<file path="config.mk">
export PLATFORM = sky130hd
export DESIGN_NAME = ssh_ctrl
export DESIGN_NICKNAME = d
export VERILOG_FILES = /design/src/ssh_pkg.sv /design/src/ssh_ctrl.sv
export SDC_FILE = /design/constraint.sdc
export NUM_CORES = 1
export LEC_CHECK = 0
export BUFFER_PORTS_ARGS = -buffer_cell sky130_fd_sc_hd__buf_2
export CORE_MARGIN = 4
export CORE_UTILIZATION = 40
export CTS_CLUSTER_DIAMETER = 50
export CTS_CLUSTER_SIZE = 20
export DETAILED_ROUTE_END_ITERATION = 10
export PLACE_DENSITY = 0.67
export SLEW_MARGIN = 20
export SYNTH_ARGS = -nofsm -noshare
export SYNTH_HDL_FRONTEND = slang
export SYNTH_SLANG_ARGS = --single-unit
export TNS_END_PERCENT = 50
</file>
<file path="constraint.sdc">
create_clock -name clk -period 1.8 [get_ports clk]
set_input_delay 0.18 -clock clk [delete_from_list [all_inputs] [get_ports clk]]
set_output_delay 0.18 -clock clk [all_outputs]
set_load 0.01 [all_outputs]
</file>
<file path="src/ssh_pkg.sv">
// Shared types, widths and command codes for the swept-sphere nearest-hit block.
// Used by ssh_ctrl, ssh_dp and segment_sphere_earliest_hit; depends on nothing.
package ssh_pkg;

    localparam int CW  = 32;          // coordinate width, Q23.8
    localparam int TF  = 16;          // time fraction bits
    localparam int TW  = TF + 1;      // time width, Q0.16 including 1.0
    localparam int RW  = 24;          // radius width
    localparam int KW  = 64;          // key width
    localparam int MW  = CW + 3;      // multiplier operand width (signed)
    localparam int PW  = 2 * MW;      // multiplier product width
    localparam int AW  = 2 * CW + 4;  // dot product magnitude width
    localparam int HW  = AW / 2;      // half of a dot product for partial products
    localparam int R2W = 2 * (RW + 1);
    localparam int DW  = 2 * AW + 2;  // discriminant accumulator width
    localparam int AKW = AW + TW + 1; // A*k accumulator width
    localparam int SW  = AW + 2 * TF + 8; // root search quadratic width
    localparam int JW  = 5;           // bit index of the root search
    localparam int OPW = 5;

    // Multiplier operation codes.
    localparam logic [OPW-1:0] OP_DD0 = 5'd0;
    localparam logic [OPW-1:0] OP_DD1 = 5'd1;
    localparam logic [OPW-1:0] OP_DD2 = 5'd2;
    localparam logic [OPW-1:0] OP_PP0 = 5'd3;
    localparam logic [OPW-1:0] OP_PP1 = 5'd4;
    localparam logic [OPW-1:0] OP_PP2 = 5'd5;
    localparam logic [OPW-1:0] OP_PD0 = 5'd6;
    localparam logic [OPW-1:0] OP_PD1 = 5'd7;
    localparam logic [OPW-1:0] OP_PD2 = 5'd8;
    localparam logic [OPW-1:0] OP_RR  = 5'd9;
    localparam logic [OPW-1:0] OP_BLL = 5'd10;
    localparam logic [OPW-1:0] OP_BLH = 5'd11;
    localparam logic [OPW-1:0] OP_BHL = 5'd12;
    localparam logic [OPW-1:0] OP_BHH = 5'd13;
    localparam logic [OPW-1:0] OP_ALL = 5'd14;
    localparam logic [OPW-1:0] OP_ALH = 5'd15;
    localparam logic [OPW-1:0] OP_AHL = 5'd16;
    localparam logic [OPW-1:0] OP_AHH = 5'd17;
    localparam logic [OPW-1:0] OP_LX  = 5'd18;
    localparam logic [OPW-1:0] OP_LY  = 5'd19;
    localparam logic [OPW-1:0] OP_LZ  = 5'd20;

    localparam logic ACT_BEGIN = 1'b0;

    typedef struct packed {
        logic                 action;
        logic signed [CW-1:0] point_x;
        logic signed [CW-1:0] point_y;
        logic signed [CW-1:0] point_z;
        logic signed [CW-1:0] end_x;
        logic signed [CW-1:0] end_y;
        logic signed [CW-1:0] end_z;
        logic [RW-1:0]        radius;
        logic                 eligible;
        logic [KW-1:0]        target_key;
        logic                 is_last;
    } in_word_t;

    typedef struct packed {
        logic                 hit;
        logic [KW-1:0]        hit_key;
        logic [TW-1:0]        hit_time;
        logic signed [CW-1:0] hit_x;
        logic signed [CW-1:0] hit_y;
        logic signed [CW-1:0] hit_z;
    } out_word_t;

    typedef struct packed {
        logic           capture;
        logic           load_seg;
        logic           clr_acc;
        logic           mul_en;
        logic [OPW-1:0] mul_op;
        logic           prep;
        logic           solve_init;
        logic           solve_step;
        logic [JW-1:0]  solve_j;
        logic           upd_en;
        logic           upd_zero;
        logic           emit;
    } cmd_t;

    typedef struct packed {
        logic action;
        logic eligible;
        logic is_last;
        logic comb_zero;
        logic in_sphere;
        logic a_zero;
        logic b_pos;
        logic disc_neg;
        logic past_end;
        logic out_free;
    } stat_t;

endpackage

</file>
<file path="src/ssh_ctrl.sv">
// Sequencer for the swept-sphere nearest-hit block: steps the datapath through
// dot products, checks, discriminant, root search, best update and hit point.
// Depends on ssh_pkg.
module ssh_ctrl (
    input  logic           clk,
    input  logic           rst_n,
    input  logic           in_valid,
    output logic           in_ready,
    input  ssh_pkg::stat_t stat,
    output ssh_pkg::cmd_t  cmd
);

    typedef enum logic [3:0] {
        S_IDLE, S_DECODE, S_MUL, S_MWAIT, S_PREP, S_CHECK, S_DISC, S_DWAIT,
        S_CHK2, S_SINIT, S_SOLVE, S_UPD, S_UPDZ, S_FIN, S_LERP, S_EMIT
    } state_t;

    state_t                  state_reg, state_next;
    logic [ssh_pkg::OPW-1:0] op_reg, op_next;
    logic [ssh_pkg::JW-1:0]  j_reg, j_next;

    always_comb
    begin
        state_next = state_reg;
        op_next    = op_reg;
        j_next     = j_reg;
        cmd        = '0;
        cmd.mul_op  = op_reg;
        cmd.solve_j = j_reg;
        in_ready   = 1'b0;
        case (state_reg)
            S_IDLE:
            begin
                in_ready    = 1'b1;
                cmd.capture = in_valid;
                if (in_valid)
                begin
                    state_next = S_DECODE;
                end
            end
            S_DECODE:
            begin
                if (stat.action == ssh_pkg::ACT_BEGIN)
                begin
                    cmd.load_seg = 1'b1;
                    op_next      = ssh_pkg::OP_LX;
                    state_next   = stat.is_last ? S_LERP : S_IDLE;
                end
                else if (stat.eligible)
                begin
                    cmd.clr_acc = 1'b1;
                    op_next     = ssh_pkg::OP_DD0;
                    state_next  = S_MUL;
                end
                else
                begin
                    op_next    = ssh_pkg::OP_LX;
                    state_next = stat.is_last ? S_LERP : S_IDLE;
                end
            end
            S_MUL:
            begin
                cmd.mul_en = 1'b1;
                op_next    = op_reg + 1'b1;
                if (op_reg == ssh_pkg::OP_RR)
                begin
                    state_next = S_MWAIT;
                end
            end
            S_MWAIT:
            begin
                state_next = S_PREP;
            end
            S_PREP:
            begin
                cmd.prep   = 1'b1;
                state_next = S_CHECK;
            end
            S_CHECK:
            begin
                op_next = ssh_pkg::OP_BLL;
                if (stat.comb_zero)
                begin
                    state_next = S_FIN;
                end
                else if (stat.in_sphere)
                begin
                    state_next = S_UPDZ;
                end
                else if (stat.a_zero || !stat.b_pos)
                begin
                    state_next = S_FIN;
                end
                else
                begin
                    state_next = S_DISC;
                end
            end
            S_DISC:
            begin
                cmd.mul_en = 1'b1;
                op_next    = op_reg + 1'b1;
                if (op_reg == ssh_pkg::OP_AHH)
                begin
                    state_next = S_DWAIT;
                end
            end
            S_DWAIT:
            begin
                state_next = S_CHK2;
            end
            S_CHK2:
            begin
                state_next = (stat.disc_neg || stat.past_end) ? S_FIN : S_SINIT;
            end
            S_SINIT:
            begin
                cmd.solve_init = 1'b1;
                j_next         = ssh_pkg::JW'(ssh_pkg::TF);
                state_next     = S_SOLVE;
            end
            S_SOLVE:
            begin
                cmd.solve_step = 1'b1;
                j_next         = j_reg - 1'b1;
                if (j_reg == '0)
                begin
                    state_next = S_UPD;
                end
            end
            S_UPD:
            begin
                cmd.upd_en = 1'b1;
                state_next = S_FIN;
            end
            S_UPDZ:
            begin
                cmd.upd_en   = 1'b1;
                cmd.upd_zero = 1'b1;
                state_next   = S_FIN;
            end
            S_FIN:
            begin
                op_next    = ssh_pkg::OP_LX;
                state_next = stat.is_last ? S_LERP : S_IDLE;
            end
            S_LERP:
            begin
                // The last product lands in the hit registers while this state exits.
                cmd.mul_en = (op_reg != ssh_pkg::OP_LZ + 1'b1);
                op_next    = op_reg + 1'b1;
                if (op_reg == ssh_pkg::OP_LZ + 1'b1)
                begin
                    state_next = S_EMIT;
                end
            end
            S_EMIT:
            begin
                if (stat.out_free)
                begin
                    cmd.emit   = 1'b1;
                    state_next = S_IDLE;
                end
            end
            default:
            begin
                state_next = S_IDLE;
            end
        endcase
    end

    always_ff @(posedge clk or negedge rst_n)
    begin
        if (!rst_n)
        begin
            state_reg <= S_IDLE;
            op_reg    <= '0;
            j_reg     <= '0;
        end
        else
        begin
            state_reg <= state_next;
            op_reg    <= op_next;
            j_reg     <= j_next;
        end
    end

endmodule

</file>
; ---- Word-level counts from Yosys, hierarchy flattened
; Index checks and enable logic that the tools add are counted.
[totals]
romBits = 0
mem_count = 0
ram_bits = 0
ff_bits = 14
elab_cells = 73
out_inout_bits = 21
latch_bits = 0
[classes]
reduce_logical = 11
div_mod_pow = 0
eq_ne = 25
n_mux = 32
bitwise_logic = 0
shifts = 0
addsub = 2
n_lt_le_gt_ge = 0
mul = 0
[ops]
columns = operator, count
row1 = $pmux 4 s15, 1
row2 = $mux 4, 12
row3 = $eq 4x4->1 const B, 8
row4 = $pmux 5 s4, 1
row5 = $eq 4x3->1 const B, 4
row6 = $mux 1, 12
row7 = $ne 2x2->1 const B, 6
row8 = $eq 5x5->1 const B, 2
row9 = $mux 5, 2
row10 = $pmux 5 s2, 1
row11 = $eq 4x2->1 const B, 2
row12 = $reduce_and 6->1, 1
row13 = $add 5x1->5 const B, 1
row14 = $eq 5x4->1 const B, 1
row15 = $logic_not 5->1, 1
row16 = $ne 5x5->1 const B, 1
row17 = $sub 5x1->5 const B, 1
row18 = $eq 4x1->1 const B, 1
row19 = $logic_not 4->1, 1
row20 = $reduce_bool 4->1, 1
row21 = $reduce_or 2->1, 2
row22 = $mux 3, 1
row23 = $reduce_or 3->1, 1
row24 = $logic_or 1x1->1, 2
row25 = 4 further kinds, 4

; ---- Logic depth before layout (Yosys ltp)
[depth]
ltp_word = 6
depth_mapped = 7

; ---- Worst setup path before layout
; No wires, ideal clock.
[synth_path]
path_type = flip-flop to flip-flop
start = register op_reg[2] in the netlist's numbering
end = register state_reg[2]
path_slack_ns = -0.224
setup_ns = 0.128
path_stages_with_launch = 7
t_arrival_ns = 1.897
period_less_slack_ns = 2.024
path_buffers = 1
cell_sequence = dfrtp_1 buf_2 or3b_1 a211oi_2 o22ai_1 a311oi_2 mux2_1
[synth_via]
elab_chain_cells = 3
elab_cells_between_ends = 7
[synth_lines]
columns = item, line
row1 = start: declaration, ssh_ctrl.sv:19  ; logic [ssh_pkg::OPW-1:0] op_reg, op_next;
row2 = start signal: assignment, ssh_ctrl.sv:183  ; op_reg <= op_next;
row3 = "$eq 5x5->1, or another cell as far along", ssh_ctrl.sv:152  ; if (op_reg == ssh_pkg::OP_LZ + 1'b1)
row4 = $ne 2x2->1 (no source line), --
row5 = $reduce_and 6->1 (no source line) (*), --
row6 = end signal: assignment, ssh_ctrl.sv:182  ; state_reg <= state_next;
row7 = end: declaration, ssh_ctrl.sv:18  ; state_t state_reg, state_next;
; Mark *: on every way between the ends. The rest lies on a longest branch, timed or not.
; A chain may end at the register's enable or synchronous reset.

; ---- Final worst setup path
[layout_path]
start = register state_reg[3]
end = register state_reg[3]
[layout_via]
elab_chain_cells = 3
elab_cells_between_ends = 25
[layout_lines]
columns = item, line
row1 = "$eq 4x4->1, or another cell as far along", ssh_ctrl.sv:31  ; case (state_reg)
row2 = $reduce_or 2->1 (no source line) / $ne 2x2->1 (equally long branches), --
row3 = $pmux 4 s15 / $reduce_and 6->1 (equally long branches), --
; Parallel ways exist; a longest one is shown, timed or not.

==> flow_summary.toml <==
[outcome]
status = "finished, violations left"
violations = "setup timing"

[power_and_ir_drop]
vdd_ir_drop_max_uv = 1221
power_density_nw_per_um2 = 1857
pwr-share-seq = 0.203
switching_power_mw = 1.432
p_leak_nw = 0.7367
p_clk_frac = 0.079
total_power_mw = 2.949
intPower_mw = 1.517
combPwrFrac = 0.717
swShare = 0.4856

[setup_path]
cp.required_ns = 1.97
crit_path_end_kind = "flip-flop"
cp-start-kind = "flip-flop"
critPathArrivalTime_ns = 2.09
cp_max_fo = 3
crit_type = "flip-flop to flip-flop"

[logic_synthesis]
synthArstFlopShare = 1.000
synth-edff-count = 0
ys_types = 42
synth_warnings = 0
synth_top_area_frac = 0.2972
postSynthAreaPerCell_sq_um = 7.275
synth-seq-cells = 14
synthTopCellsByArea = "dfrtp_1, a21oi_1, o21ai_0, nor2_1, nand2_1"
syn_nets = 178
syn_inst = 162
syn-cell-area_sq_um = 1179
synth_top_cell_by_area = "dfrtp_1"
yosysSeqAreaShare = 0.2972
synth_ff_type = "dfrtp_1"

[die]
fp-row-count = 19
dieArea_sq_um = 3879
start_util = 0.4238
die_width_um = 62.28
core-area_sq_um = 2781
io_pins = 34
dieHeight_um = 62.28

[cells_and_area]
fin_nets = 227
utilization = 0.5709
antennaDiodeCount = 0
syn2layout_area_growth_pct = 34.71
n_fill_cell = 254
multiInputGateArea_sq_um = 764.5
regArea_sq_um = 350.3
fin_cells = 241
mostFrequentLayoutCell = "buf_2"
drive_above_1_share = 0.3286
final_cell_mix = "buf_2, buf_4, a21oi_1"

[route]
drtIter0Drc = 119
dr.pass1.iters = 4
route.detailed.drc = 0
wl_per_cell_um = 14.90
viasPerCell = 5.834
ant_nets = 0
vias = 1406
wl_um = 3590

[sta]
setup_viol = 4
fin_ws_ns = -0.1164
slew_headroom = 0.7561
fin_crit_ns = 1.916
hold_viol = 0
fin_crit_sh = 1.065
max_freq_ghz = 0.5218
tightest_slew_ns = 0.3658
rsz0062_at_grt = "true"
slew_violations = 0
fin_worst_skew_ns = 0.004950

[global_route]
track_usage = 0.1875
grt_pass1_vias = 1365
grt_antenna_before_repair = 0
grt_overflow = 0
grt_pass1_wl_um = 6092
grt_max_degree = 23

[cts]
cts_root_buffer = "clkbuf_4"
cts_tree = "built"
clk_path_buf_depth = 2
cts.sinks = 14
htreeDepth = 1
clk_latency_ns = 0.28
clk_pin_slew_ns = 0.10
numCtsBuffers = 3

[worst_hold_path]
hp-class = "input port to async pin"

[run]
maxCapViolations = 0

[place]
place.gp.congestion = 0.8485
hpwl_um = 2668
pre_cts_slack_ns = -0.07729
port_buffers = 33
post-place-cells = 235
==> timing repair <==
item / 4_1_cts / 5_1_grt
cloned: 0 / 0
hold buffers: 1 / 0
resized for setup: 4 / 1
buffers inserted: 0 / 1
endpoints found under the setup margin: 4 / 6
pin swaps: 0 / 2
hold endpoints to repair: 14 / 0
==> area by class of cell <==
class	count	area share
well taps	31	0.02443
inverters	8	0.01891
flip-flops and latches	14	0.2206
repair buffers	58	0.2317
multi-input cells	126	0.4815
clock buffers	4	0.02285
==> per-layer routing <==
metal	track usage	part of all wire
met3	0.02342	0.080
met5	0	0
met1	0.2511	0.42
met4	0.05836	0.0056
met2	0.3122	0.49
==> worst max-delay path, cell delays in order, from the launching register on <==
cell	delay [ns]
dfrtp_1	0.38
or3b_1	0.39
a211oi_2	0.18
o22ai_1	0.13
a311oi_2	0.35
mux2_1	0.36
==> Yosys cell counts (3+ instances only) <==
cell type and count:
a21oi_1 18, clkbuf_1 9, dfrtp_1 14, ha_1 3
inv_1 7, nand2_1 16, nand2b_1 5, nand3_1 5
nor2_1 17, nor3_1 10, o21ai_0 15, o22ai_1 3
==> cells by family (layout without fill, tap and decap cells) <==
logic type	Yosys count	in the layout	share of synthesized area
AO/OA/AOI/OAI	53	53	0.2803
XOR/XNOR	1	1	0.007432
adder cells (fa/ha/maj)	3	3	0.03185
buffers and inverters	22	70	0.07538
flip-flops	14	14	0.2972
multiplexers	2	2	0.01911
AND/OR/NAND/NOR	67	67	0.2888
==> power groups by stage <==
stage	Combinational, mW	Clock, mW	Sequential (mW)
floorplan	1.17	0	0.666
global placement	1.99	0	0.587
detailed placement	2.05	0	0.596
CTS	2.08	0.243	0.597
global route	2.35	0.258	0.612
finish	2.12	0.234	0.599
==> through the flow <==
step	area [sq um]	TNS (ns)	hold slack [ns]
finish	1588	-0.3421	0.3344
global route	1588	-0.7864	0.3487
CTS	1575	-0.1671	0.3371
detailed placement	1509	-0.1386	0.1106
global placement	1509	-0.02720	0.1102
floorplan	1185	-0.2475	-0.1156
==> final timing paths <==
check	start	end	slack, ns	depth (start not counted)
min	rst_n	state_reg[2]$_DFFE_PN0P_	0.33	2
max	state_reg[3]$_DFFE_PN0P_	state_reg[3]$_DFFE_PN0P_	-0.12	5
max reg2reg	state_reg[3]$_DFFE_PN0P_	state_reg[3]$_DFFE_PN0P_	-0.12	5
min in group clk	stat[2]	state_reg[2]$_DFFE_PN0P_	0.37	4
max in group asynchronous	rst_n	op_reg[2]$_DFFE_PN0P_	1.20	2
min reg2reg	j_reg[0]$_DFFE_PN0P_	j_reg[0]$_DFFE_PN0P_	0.61	3
Note: power is estimated with default switching activity, not from simulation.
